--- config.mk ---
export PLATFORM = sky130hd
export DESIGN_NAME = touch_gesture_classifier_core
export DESIGN_NICKNAME = d
export VERILOG_FILES = /design/src/rtl/core/tgc_pkg.sv /design/src/rtl/core/tgc_cfg.sv /design/src/rtl/core/tgc_stroke.sv /design/src/rtl/core/tgc_tap.sv /design/src/rtl/core/touch_gesture_classifier_core.sv
export SDC_FILE = /design/constraint.sdc
export NUM_CORES = 1
export LEC_CHECK = 0
export BUFFER_PORTS_ARGS = -buffer_cell sky130_fd_sc_hd__clkbuf_2
export CAP_MARGIN = 20
export CORE_ASPECT_RATIO = 0.75
export CORE_UTILIZATION = 41
export CTS_CLUSTER_SIZE = 25
export DETAILED_ROUTE_END_ITERATION = 6
export MAX_ROUTING_LAYER = met4
export PLACE_DENSITY = 0.62
export SLEW_MARGIN = 15
export SYNTH_ARGS = -nofsm -noshare
export SYNTH_HDL_FRONTEND = slang
export SYNTH_SLANG_ARGS = --single-unit
--- constraint.sdc ---
create_clock -name clk -period 15.16 [get_ports clk]
set_input_delay 0 -clock clk [delete_from_list [all_inputs] [get_ports clk]]
set_output_delay 0 -clock clk [all_outputs]
set_load 0.01 [all_outputs]
--- src/rtl/core/tgc_pkg.sv ---
`timescale 1ns / 1ps

package tgc_pkg;

  localparam int POS_BITS_DEF  = 12;
  localparam int TIME_BITS_DEF = 32;
  localparam int MS_W          = 16;
  localparam int CFG_IDX_W     = 2;
  localparam int OUT_W         = 8;

  localparam int SWIPE_MIN_RESET = 1229;
  localparam int TAP_MOVE_RESET  = 410;
  localparam int TAP_MS_RESET    = 200;
  localparam int DTAP_MS_RESET   = 400;

  typedef enum logic [CFG_IDX_W-1:0] {
    REG_SWIPE_MIN = 2'd0,
    REG_TAP_MOVE  = 2'd1,
    REG_TAP_MS    = 2'd2,
    REG_DTAP_MS   = 2'd3
  } cfg_reg_t;

  typedef enum logic [2:0] {
    GEST_NONE   = 3'd0,
    GEST_TAP    = 3'd1,
    GEST_DOUBLE = 3'd2,
    GEST_LEFT   = 3'd3,
    GEST_RIGHT  = 3'd4,
    GEST_UP     = 3'd5,
    GEST_DOWN   = 3'd6
  } gesture_t;

  typedef struct packed {
    logic     lift;
    logic     swipe;
    logic     tap;
    gesture_t dir;
  } stroke_t;

endpackage

--- src/rtl/core/tgc_cfg.sv ---
`timescale 1ns / 1ps

module tgc_cfg #(
  parameter int POS_BITS = tgc_pkg::POS_BITS_DEF,
  parameter int CFG_W    = tgc_pkg::MS_W,
  localparam int SQ_W    = 2 * POS_BITS + 2
) (
  input  logic                         clk,
  input  logic                         rst,
  input  logic                         cfg_we,
  input  logic [tgc_pkg::CFG_IDX_W-1:0] cfg_addr,
  input  logic [CFG_W-1:0]             cfg_wdata,
  output logic [SQ_W-1:0]              swipe_sq,
  output logic [SQ_W-1:0]              tap_sq,
  output logic [tgc_pkg::MS_W-1:0]     tap_max_ms,
  output logic [tgc_pkg::MS_W-1:0]     double_tap_ms
);
  import tgc_pkg::*;

  localparam logic [POS_BITS:0] SWIPE_RST = (POS_BITS + 1)'(SWIPE_MIN_RESET);
  localparam logic [POS_BITS:0] MOVE_RST  = (POS_BITS + 1)'(TAP_MOVE_RESET);
  localparam logic [SQ_W-1:0] SWIPE_SQ_RST = SQ_W'(SWIPE_RST) * SQ_W'(SWIPE_RST);
  localparam logic [SQ_W-1:0] MOVE_SQ_RST  = SQ_W'(MOVE_RST) * SQ_W'(MOVE_RST);

  logic [POS_BITS:0] wr_dist;
  logic [SQ_W-1:0]   wr_sq;

  // distance thresholds are kept squared so the datapath never takes a root
  assign wr_dist = cfg_wdata[POS_BITS:0];
  assign wr_sq   = SQ_W'(wr_dist) * SQ_W'(wr_dist);

  always_ff @(posedge clk) begin
    if (rst) begin
      swipe_sq      <= SWIPE_SQ_RST;
      tap_sq        <= MOVE_SQ_RST;
      tap_max_ms    <= MS_W'(TAP_MS_RESET);
      double_tap_ms <= MS_W'(DTAP_MS_RESET);
    end else if (cfg_we) begin
      case (cfg_reg_t'(cfg_addr))
        REG_SWIPE_MIN: swipe_sq      <= wr_sq;
        REG_TAP_MOVE:  tap_sq        <= wr_sq;
        REG_TAP_MS:    tap_max_ms    <= cfg_wdata[MS_W-1:0];
        REG_DTAP_MS:   double_tap_ms <= cfg_wdata[MS_W-1:0];
        default: ;
      endcase
    end
  end

endmodule

--- src/rtl/core/tgc_stroke.sv ---
`timescale 1ns / 1ps

module tgc_stroke #(
  parameter int POS_BITS  = tgc_pkg::POS_BITS_DEF,
  parameter int TIME_BITS = tgc_pkg::TIME_BITS_DEF,
  localparam int SQ_W     = 2 * POS_BITS + 2
) (
  input  logic                     clk,
  input  logic                     rst,
  input  logic                     step,
  input  logic                     down,
  input  logic [POS_BITS-1:0]      x,
  input  logic [POS_BITS-1:0]      y,
  input  logic [TIME_BITS-1:0]     t,
  input  logic [SQ_W-1:0]          swipe_sq,
  input  logic [SQ_W-1:0]          tap_sq,
  input  logic [tgc_pkg::MS_W-1:0] tap_max_ms,
  output tgc_pkg::stroke_t         stroke
);
  import tgc_pkg::*;

  logic                  was_touching;
  logic [POS_BITS-1:0]   start_x;
  logic [POS_BITS-1:0]   start_y;
  logic [TIME_BITS-1:0]  start_time;

  logic [POS_BITS:0]     dx, dy, dx_neg, dy_neg;
  logic [POS_BITS-1:0]   ax, ay;
  logic [2*POS_BITS-1:0] ax2, ay2;
  logic [SQ_W-1:0]       d2;
  logic [TIME_BITS-1:0]  duration;
  logic                  press;

  assign press = down && !was_touching;

  always_ff @(posedge clk) begin
    if (rst) begin
      was_touching <= 1'b0;
    end else if (step) begin
      was_touching <= down;
    end
  end

  always_ff @(posedge clk) begin
    if (step && press) begin
      start_x    <= x;
      start_y    <= y;
      start_time <= t;
    end
  end

  assign dx     = {1'b0, x} - {1'b0, start_x};
  assign dy     = {1'b0, y} - {1'b0, start_y};
  assign dx_neg = -dx;
  assign dy_neg = -dy;
  assign ax     = dx[POS_BITS] ? dx_neg[POS_BITS-1:0] : dx[POS_BITS-1:0];
  assign ay     = dy[POS_BITS] ? dy_neg[POS_BITS-1:0] : dy[POS_BITS-1:0];
  assign ax2    = (2 * POS_BITS)'(ax) * (2 * POS_BITS)'(ax);
  assign ay2    = (2 * POS_BITS)'(ay) * (2 * POS_BITS)'(ay);
  assign d2     = SQ_W'(ax2) + SQ_W'(ay2);

  // modulo 2^TIME_BITS, so a wrapped timestamp still gives the right span
  assign duration = t - start_time;

  always_comb begin
    stroke.lift  = !down && was_touching;
    stroke.swipe = (d2 >= swipe_sq);
    stroke.tap   = !stroke.swipe && (d2 < tap_sq) &&
                   (duration <= TIME_BITS'(tap_max_ms));
    if (ax > ay) begin
      stroke.dir = (x > start_x) ? GEST_RIGHT : GEST_LEFT;
    end else begin
      stroke.dir = (y > start_y) ? GEST_DOWN : GEST_UP;
    end
  end

endmodule

--- src/rtl/core/tgc_tap.sv ---
`timescale 1ns / 1ps

module tgc_tap #(
  parameter int TIME_BITS = tgc_pkg::TIME_BITS_DEF
) (
  input  logic                     clk,
  input  logic                     rst,
  input  logic                     step,
  input  logic [TIME_BITS-1:0]     t,
  input  tgc_pkg::stroke_t         stroke,
  input  logic [tgc_pkg::MS_W-1:0] double_tap_ms,
  output tgc_pkg::gesture_t        code
);
  import tgc_pkg::*;

  logic                 tap_armed;
  logic [TIME_BITS-1:0] prev_tap_time;
  logic [TIME_BITS-1:0] gap;
  logic                 is_double;

  assign gap       = t - prev_tap_time;
  assign is_double = tap_armed && (gap <= TIME_BITS'(double_tap_ms));

  always_comb begin
    if (!stroke.lift) begin
      code = GEST_NONE;
    end else if (stroke.swipe) begin
      code = stroke.dir;
    end else if (stroke.tap) begin
      code = is_double ? GEST_DOUBLE : GEST_TAP;
    end else begin
      code = GEST_NONE;
    end
  end

  // a double tap disarms, so a third tap counts as single again
  always_ff @(posedge clk) begin
    if (rst) begin
      tap_armed     <= 1'b0;
      prev_tap_time <= '0;
    end else if (step && stroke.lift && stroke.tap) begin
      tap_armed     <= !is_double;
      prev_tap_time <= is_double ? '0 : t;
    end
  end

  a_double_needs_arm: assert property (@(posedge clk) disable iff (rst)
    (code == GEST_DOUBLE) |-> tap_armed)
    else $error("double tap reported without an earlier tap");

  a_double_disarms: assert property (@(posedge clk) disable iff (rst)
    (step && code == GEST_DOUBLE) |=> !tap_armed)
    else $error("tap memory still armed after double tap");

  a_tap_arms: assert property (@(posedge clk) disable iff (rst)
    (step && code == GEST_TAP) |=> (tap_armed && prev_tap_time == $past(t)))
    else $error("single tap did not arm tap memory");

endmodule

--- src/rtl/core/touch_gesture_classifier_core.sv ---
`timescale 1ns / 1ps
// channel   | dir | handshake                     | payload
// s_axis    | in  | s_axis_tvalid / s_axis_tready | tdata: finger_down, pos_x, pos_y, now_ms
// m_axis    | out | m_axis_tvalid / m_axis_tready | tdata: gesture
// cfg       | in  | cfg_we (no wait)              | cfg_addr, cfg_wdata
//
// one sample per cycle sustained while results are taken; each sample is held in the input
// register and then moves into the result register once that is free or being taken.
// the whole classification (deltas, one 12x12 square per axis, threshold compares,
// tap memory update) sits between the input and result registers.
// rst is synchronous; it clears both stage valids, touch and tap memory, and
// loads the register defaults. a stalled result holds while a new sample still
// waits in the input register; s_axis_tready drops only when both are full.
module touch_gesture_classifier_core #(
  parameter int  POS_BITS  = tgc_pkg::POS_BITS_DEF,
  parameter int  TIME_BITS = tgc_pkg::TIME_BITS_DEF,
  localparam int IN_W      = ((1 + 2 * POS_BITS + TIME_BITS + 7) / 8) * 8,
  localparam int CFG_W     = (POS_BITS + 1 > tgc_pkg::MS_W) ? POS_BITS + 1 : tgc_pkg::MS_W
) (
  input  logic                          clk,
  input  logic                          rst,
  input  logic                          s_axis_tvalid,
  output logic                          s_axis_tready,
  // finger_down, pos_x, pos_y, now_ms from bit 0 up, zero filled
  input  logic [IN_W-1:0]               s_axis_tdata,
  output logic                          m_axis_tvalid,
  input  logic                          m_axis_tready,
  // gesture from bit 0 up, zero filled
  output logic [tgc_pkg::OUT_W-1:0]     m_axis_tdata,
  input  logic                          cfg_we,
  input  logic [tgc_pkg::CFG_IDX_W-1:0] cfg_addr,
  input  logic [CFG_W-1:0]              cfg_wdata
);
  import tgc_pkg::*;

  localparam int SQ_W = 2 * POS_BITS + 2;

  logic                 in_valid;
  logic                 in_down;
  logic [POS_BITS-1:0]  in_x;
  logic [POS_BITS-1:0]  in_y;
  logic [TIME_BITS-1:0] in_t;
  logic                 take;
  logic                 adv;

  logic                 out_valid;
  gesture_t             gesture;
  gesture_t             code;

  logic [SQ_W-1:0]      swipe_sq;
  logic [SQ_W-1:0]      tap_sq;
  logic [MS_W-1:0]      tap_max_ms;
  logic [MS_W-1:0]      double_tap_ms;
  stroke_t              stroke;

  assign adv           = in_valid && (!out_valid || m_axis_tready);
  assign s_axis_tready = !in_valid || adv;
  assign take          = s_axis_tvalid && s_axis_tready;

  always_ff @(posedge clk) begin
    if (rst) begin
      in_valid <= 1'b0;
    end else if (take) begin
      in_valid <= 1'b1;
    end else if (adv) begin
      in_valid <= 1'b0;
    end
  end

  always_ff @(posedge clk) begin
    if (take) begin
      in_down <= s_axis_tdata[0];
      in_x    <= s_axis_tdata[POS_BITS:1];
      in_y    <= s_axis_tdata[2*POS_BITS:POS_BITS+1];
      in_t    <= s_axis_tdata[2*POS_BITS+TIME_BITS:2*POS_BITS+1];
    end
  end

  tgc_cfg #(
    .POS_BITS (POS_BITS),
    .CFG_W    (CFG_W)
  ) u_cfg (
    .clk           (clk),
    .rst           (rst),
    .cfg_we        (cfg_we),
    .cfg_addr      (cfg_addr),
    .cfg_wdata     (cfg_wdata),
    .swipe_sq      (swipe_sq),
    .tap_sq        (tap_sq),
    .tap_max_ms    (tap_max_ms),
    .double_tap_ms (double_tap_ms)
  );

  tgc_stroke #(
    .POS_BITS  (POS_BITS),
    .TIME_BITS (TIME_BITS)
  ) u_stroke (
    .clk        (clk),
    .rst        (rst),
    .step       (adv),
    .down       (in_down),
    .x          (in_x),
    .y          (in_y),
    .t          (in_t),
    .swipe_sq   (swipe_sq),
    .tap_sq     (tap_sq),
    .tap_max_ms (tap_max_ms),
    .stroke     (stroke)
  );

  tgc_tap #(
    .TIME_BITS (TIME_BITS)
  ) u_tap (
    .clk           (clk),
    .rst           (rst),
    .step          (adv),
    .t             (in_t),
    .stroke        (stroke),
    .double_tap_ms (double_tap_ms),
    .code          (code)
  );

  always_ff @(posedge clk) begin
    if (rst) begin
      out_valid <= 1'b0;
    end else if (adv) begin
      out_valid <= 1'b1;
    end else if (m_axis_tready) begin
      out_valid <= 1'b0;
    end
  end

  always_ff @(posedge clk) begin
    if (adv) begin
      gesture <= code;
    end
  end

  assign m_axis_tvalid = out_valid;
  assign m_axis_tdata  = {{(OUT_W - 3){1'b0}}, gesture};

  a_input_held: assert property (@(posedge clk) disable iff (rst)
    (in_valid && !adv) |=> (in_valid && $stable(in_t) && $stable(in_down)))
    else $error("waiting sample lost from input register");

  a_result_from_input: assert property (@(posedge clk) disable iff (rst)
    $rose(out_valid) |-> $past(in_valid))
    else $error("result produced with no sample in input register");

  a_only_lift_reports: assert property (@(posedge clk) disable iff (rst)
    (adv && !stroke.lift) |=> (gesture == GEST_NONE))
    else $error("gesture reported on a sample that is no release");

endmodule

==> results_dict.tcl <==
set metrics [dict create \
    drv_slew 0 \
    worstReg2RegStart "in_x[0]" \
    die_x_um 305.5 \
    synth_cell_type_count 84 \
    antenna_found_initial 0 \
    cts_root_buf "clkbuf_16" \
    fill_cells 6608 \
    r2r_cells 47 \
    wl_per_cell_um 15.88 \
    cts_buffers 28 \
    clkSinkCount 234 \
    critPathBufInv 5 \
    tightest_slew_ps 1168 \
    num-nets-final 4092 \
    worstPathArrival_ps 14480 \
    ys_async_sr_fraction_pct 0 \
    period_minus_slack_ps 14020 \
    drive_gt1_share_pct 6.254 \
    start_util_pct 41.44 \
    fmax_mhz 71.31 \
    grt_pass1_vias 22080 \
    coreArea_um2 68330 \
    path_clk_slew_ps 60 \
    synth_area_leaders "fa_1, ha_1, edfxtp_1, inv_1, dfxtp_1" \
    cts_tree "done" \
    yosys.area.top_type_share_pct 21.49 \
    crit_family "compound AO/OA/AOI/OAI gates" \
    critPathRequiredTime_ps 15610 \
    hpwl_um 53160 \
    multi_input_area_um2 19640 \
    clock_insertion_delay_worst_skew_ps 610 \
    rows 83 \
    cp_common_cell "fa_1" \
    grt_pass1_wl_um 113300 \
    crit_type "reg2reg" \
    drc 0 \
    ctsLongestPathBuffers 3 \
    seq_area_um2 5846 \
    area_delta_synth_final_pct 11.24 \
    drt-initial-drc-count 1548 \
    vias_per_cell 5.204 \
    synth-seq-cells 234 \
    grt_max_degree 58 \
    hold_start "s_axis_tdata[38]" \
    portBuffers 84 \
    die_h_um 229.6 \
    min_path_type "in2reg" \
    tns_ps 0 \
    ys.flop_type "dfxtp_1" \
    cp-start-kind "flip-flop" \
    cp-end-kind "flip-flop" \
    yosysMostFrequentCell "inv_1" \
    hold_depth 2 \
    rsz0062_at_grt "no" \
    h-tree-depth 1 \
    ant_nets 0 \
    place_congestion 0.8983 \
    setup_viol 0 \
    synth_top_area_cell "fa_1" \
    hold_viol 0 \
    cp_max_fo 25 \
    period_share_pct 92.51 \
    finalClockSkew_ps 48.33 \
    die_area_um2 70140 \
    netlist_top_cells_count "inv_1, ha_1, fa_1, nand2_1, nor2_1" \
    first_pass_iters 6 \
    whs_endpoint "in_t[13]" \
    synth-edff-count 116 \
    vias 22200 \
    synth_cells 3224 \
    r2r_slack_ps 1140 \
    synth.avg_cell_area_um2 8.784 \
    yosys_warnings 0 \
    boundaryPins 97 \
    synth_area_um2 28320 \
    reg2reg_to "u_tap.prev_tap_time[31]" \
    post_cts_buffers 0 \
    synth_seq_area_share_pct 20.64 \
    status "finished clean" \
    globalRouteOverflowTotal 0 \
    wl_um 67760 \
    crit_slowest_cell "xor2_1" \
    critical_path.max_stage_delay_ps 650 \
    diodes 0 \
    slew_headroom_pct 20.12 \
    max_cap_viol_count 0 \
    grt.total_usage_pct 20.30 \
]
-- area by class of cell --
class | instances | area share, %
tap | 892 | 3.543
timing repair buffer | 198 | 4.742
clock buffer | 34 | 2.359
inverter | 657 | 7.828
multi-input combinational | 2233 | 62.36
sequential | 234 | 18.56
clock inverter | 18 | 0.6156
-- worst max-delay path by stage --
stage,start,endpoint,slack [ps],cells past startpoint
3_3_place_gp,in_x[0],u_tap.prev_tap_time[9],1530,47
5_1_grt,in_x[0],u_tap.prev_tap_time[9],10,47
2_1_floorplan,in_x[0],u_tap.tap_armed,3100,49
6_report,in_x[0],u_tap.prev_tap_time[31],1140,47
3_5_place_dp,in_x[0],u_tap.prev_tap_time[15],1310,47
4_1_cts,in_x[0],u_tap.prev_tap_time[31],1200,47
-- routing by layer --
metal,global-route usage [%],share of wire [%]
met4,3.266,1.3
met1,29.25,50
met2,31.03,44
met3,2.323,4.9
met5,-,0
-- flip-flops by register name, summed over array words and instances (netlist names) --
name / count
u_tap.prev_tap_time: 32
u_stroke.start_y: 12
u_stroke.start_x: 12
u_stroke.start_time: 32
in_t: 32
in_down: 1
u_tap.tap_armed: 1
gesture: 3
in_y: 12
in_valid: 1
in_x: 12
u_cfg.tap_sq: 25
u_stroke.was_touching: 1
u_cfg.double_tap_ms: 16
u_cfg.swipe_sq: 25
u_cfg.tap_max_ms: 16
m_axis_tvalid: 1
-- per-stage QoR --
step	hold WS (ps)	cells	util, %	area, um^2	worst slack, ps
finish	96.73	4266	46.10	31500	1136
global route	90.18	4266	46.10	31500	10.67
CTS	60.80	4265	46.08	31490	1197
detailed placement	178.6	4130	43.49	29720	1307
global placement	176.2	4130	43.49	29720	1531
floorplan	98.87	3228	-	28330	3105
-- layout by cell type, fill, tap and decap left out, types with 29 or more instances in the layout --
master	instances
a211oi_1	29
a21o_1	53
a21oi_1	205
a41oi_1	36
and2_1	51
buf_4	31
clkbuf_2	83
dfxtp_1	118
dlygate4sd3_1	83
edfxtp_1	116
fa_1	304
ha_1	349
inv_1	634
nand2_1	286
nand3_1	34
nand4_1	60
nor2_1	215
nor2b_1	32
nor3_1	35
o211ai_1	35
o21ai_0	66
o31ai_1	41
xnor2_1	81
xor2_1	41
-- cells by family (layout without fill, tap and decap cells) --
kind of cell / count (synthesis) / count (layout) / synth area share [%]
buffers and inverters: 761 / 907 / 10.20
other: 1 / 5 / 0.01324
AO/OA/AOI/OAI: 608 / 608 / 13.97
XOR/XNOR: 123 / 123 / 3.831
flip-flops: 234 / 234 / 20.64
AND/OR/NAND/NOR: 835 / 835 / 14.10
adder cells (fa/ha/maj): 653 / 653 / 36.91
multiplexers: 9 / 9 / 0.3314
-- what timing repair did --
| item | CTS | global route |
|---|---|---|
| hold endpoints to repair | 123 | 0 |
| hold buffers | 83 | 0 |
| gates resized for setup | 0 | 0 |
Power is left out: the tool's default activity adds up to more than one toggle a clock period on the data nets, which glitch-free logic cannot reach.
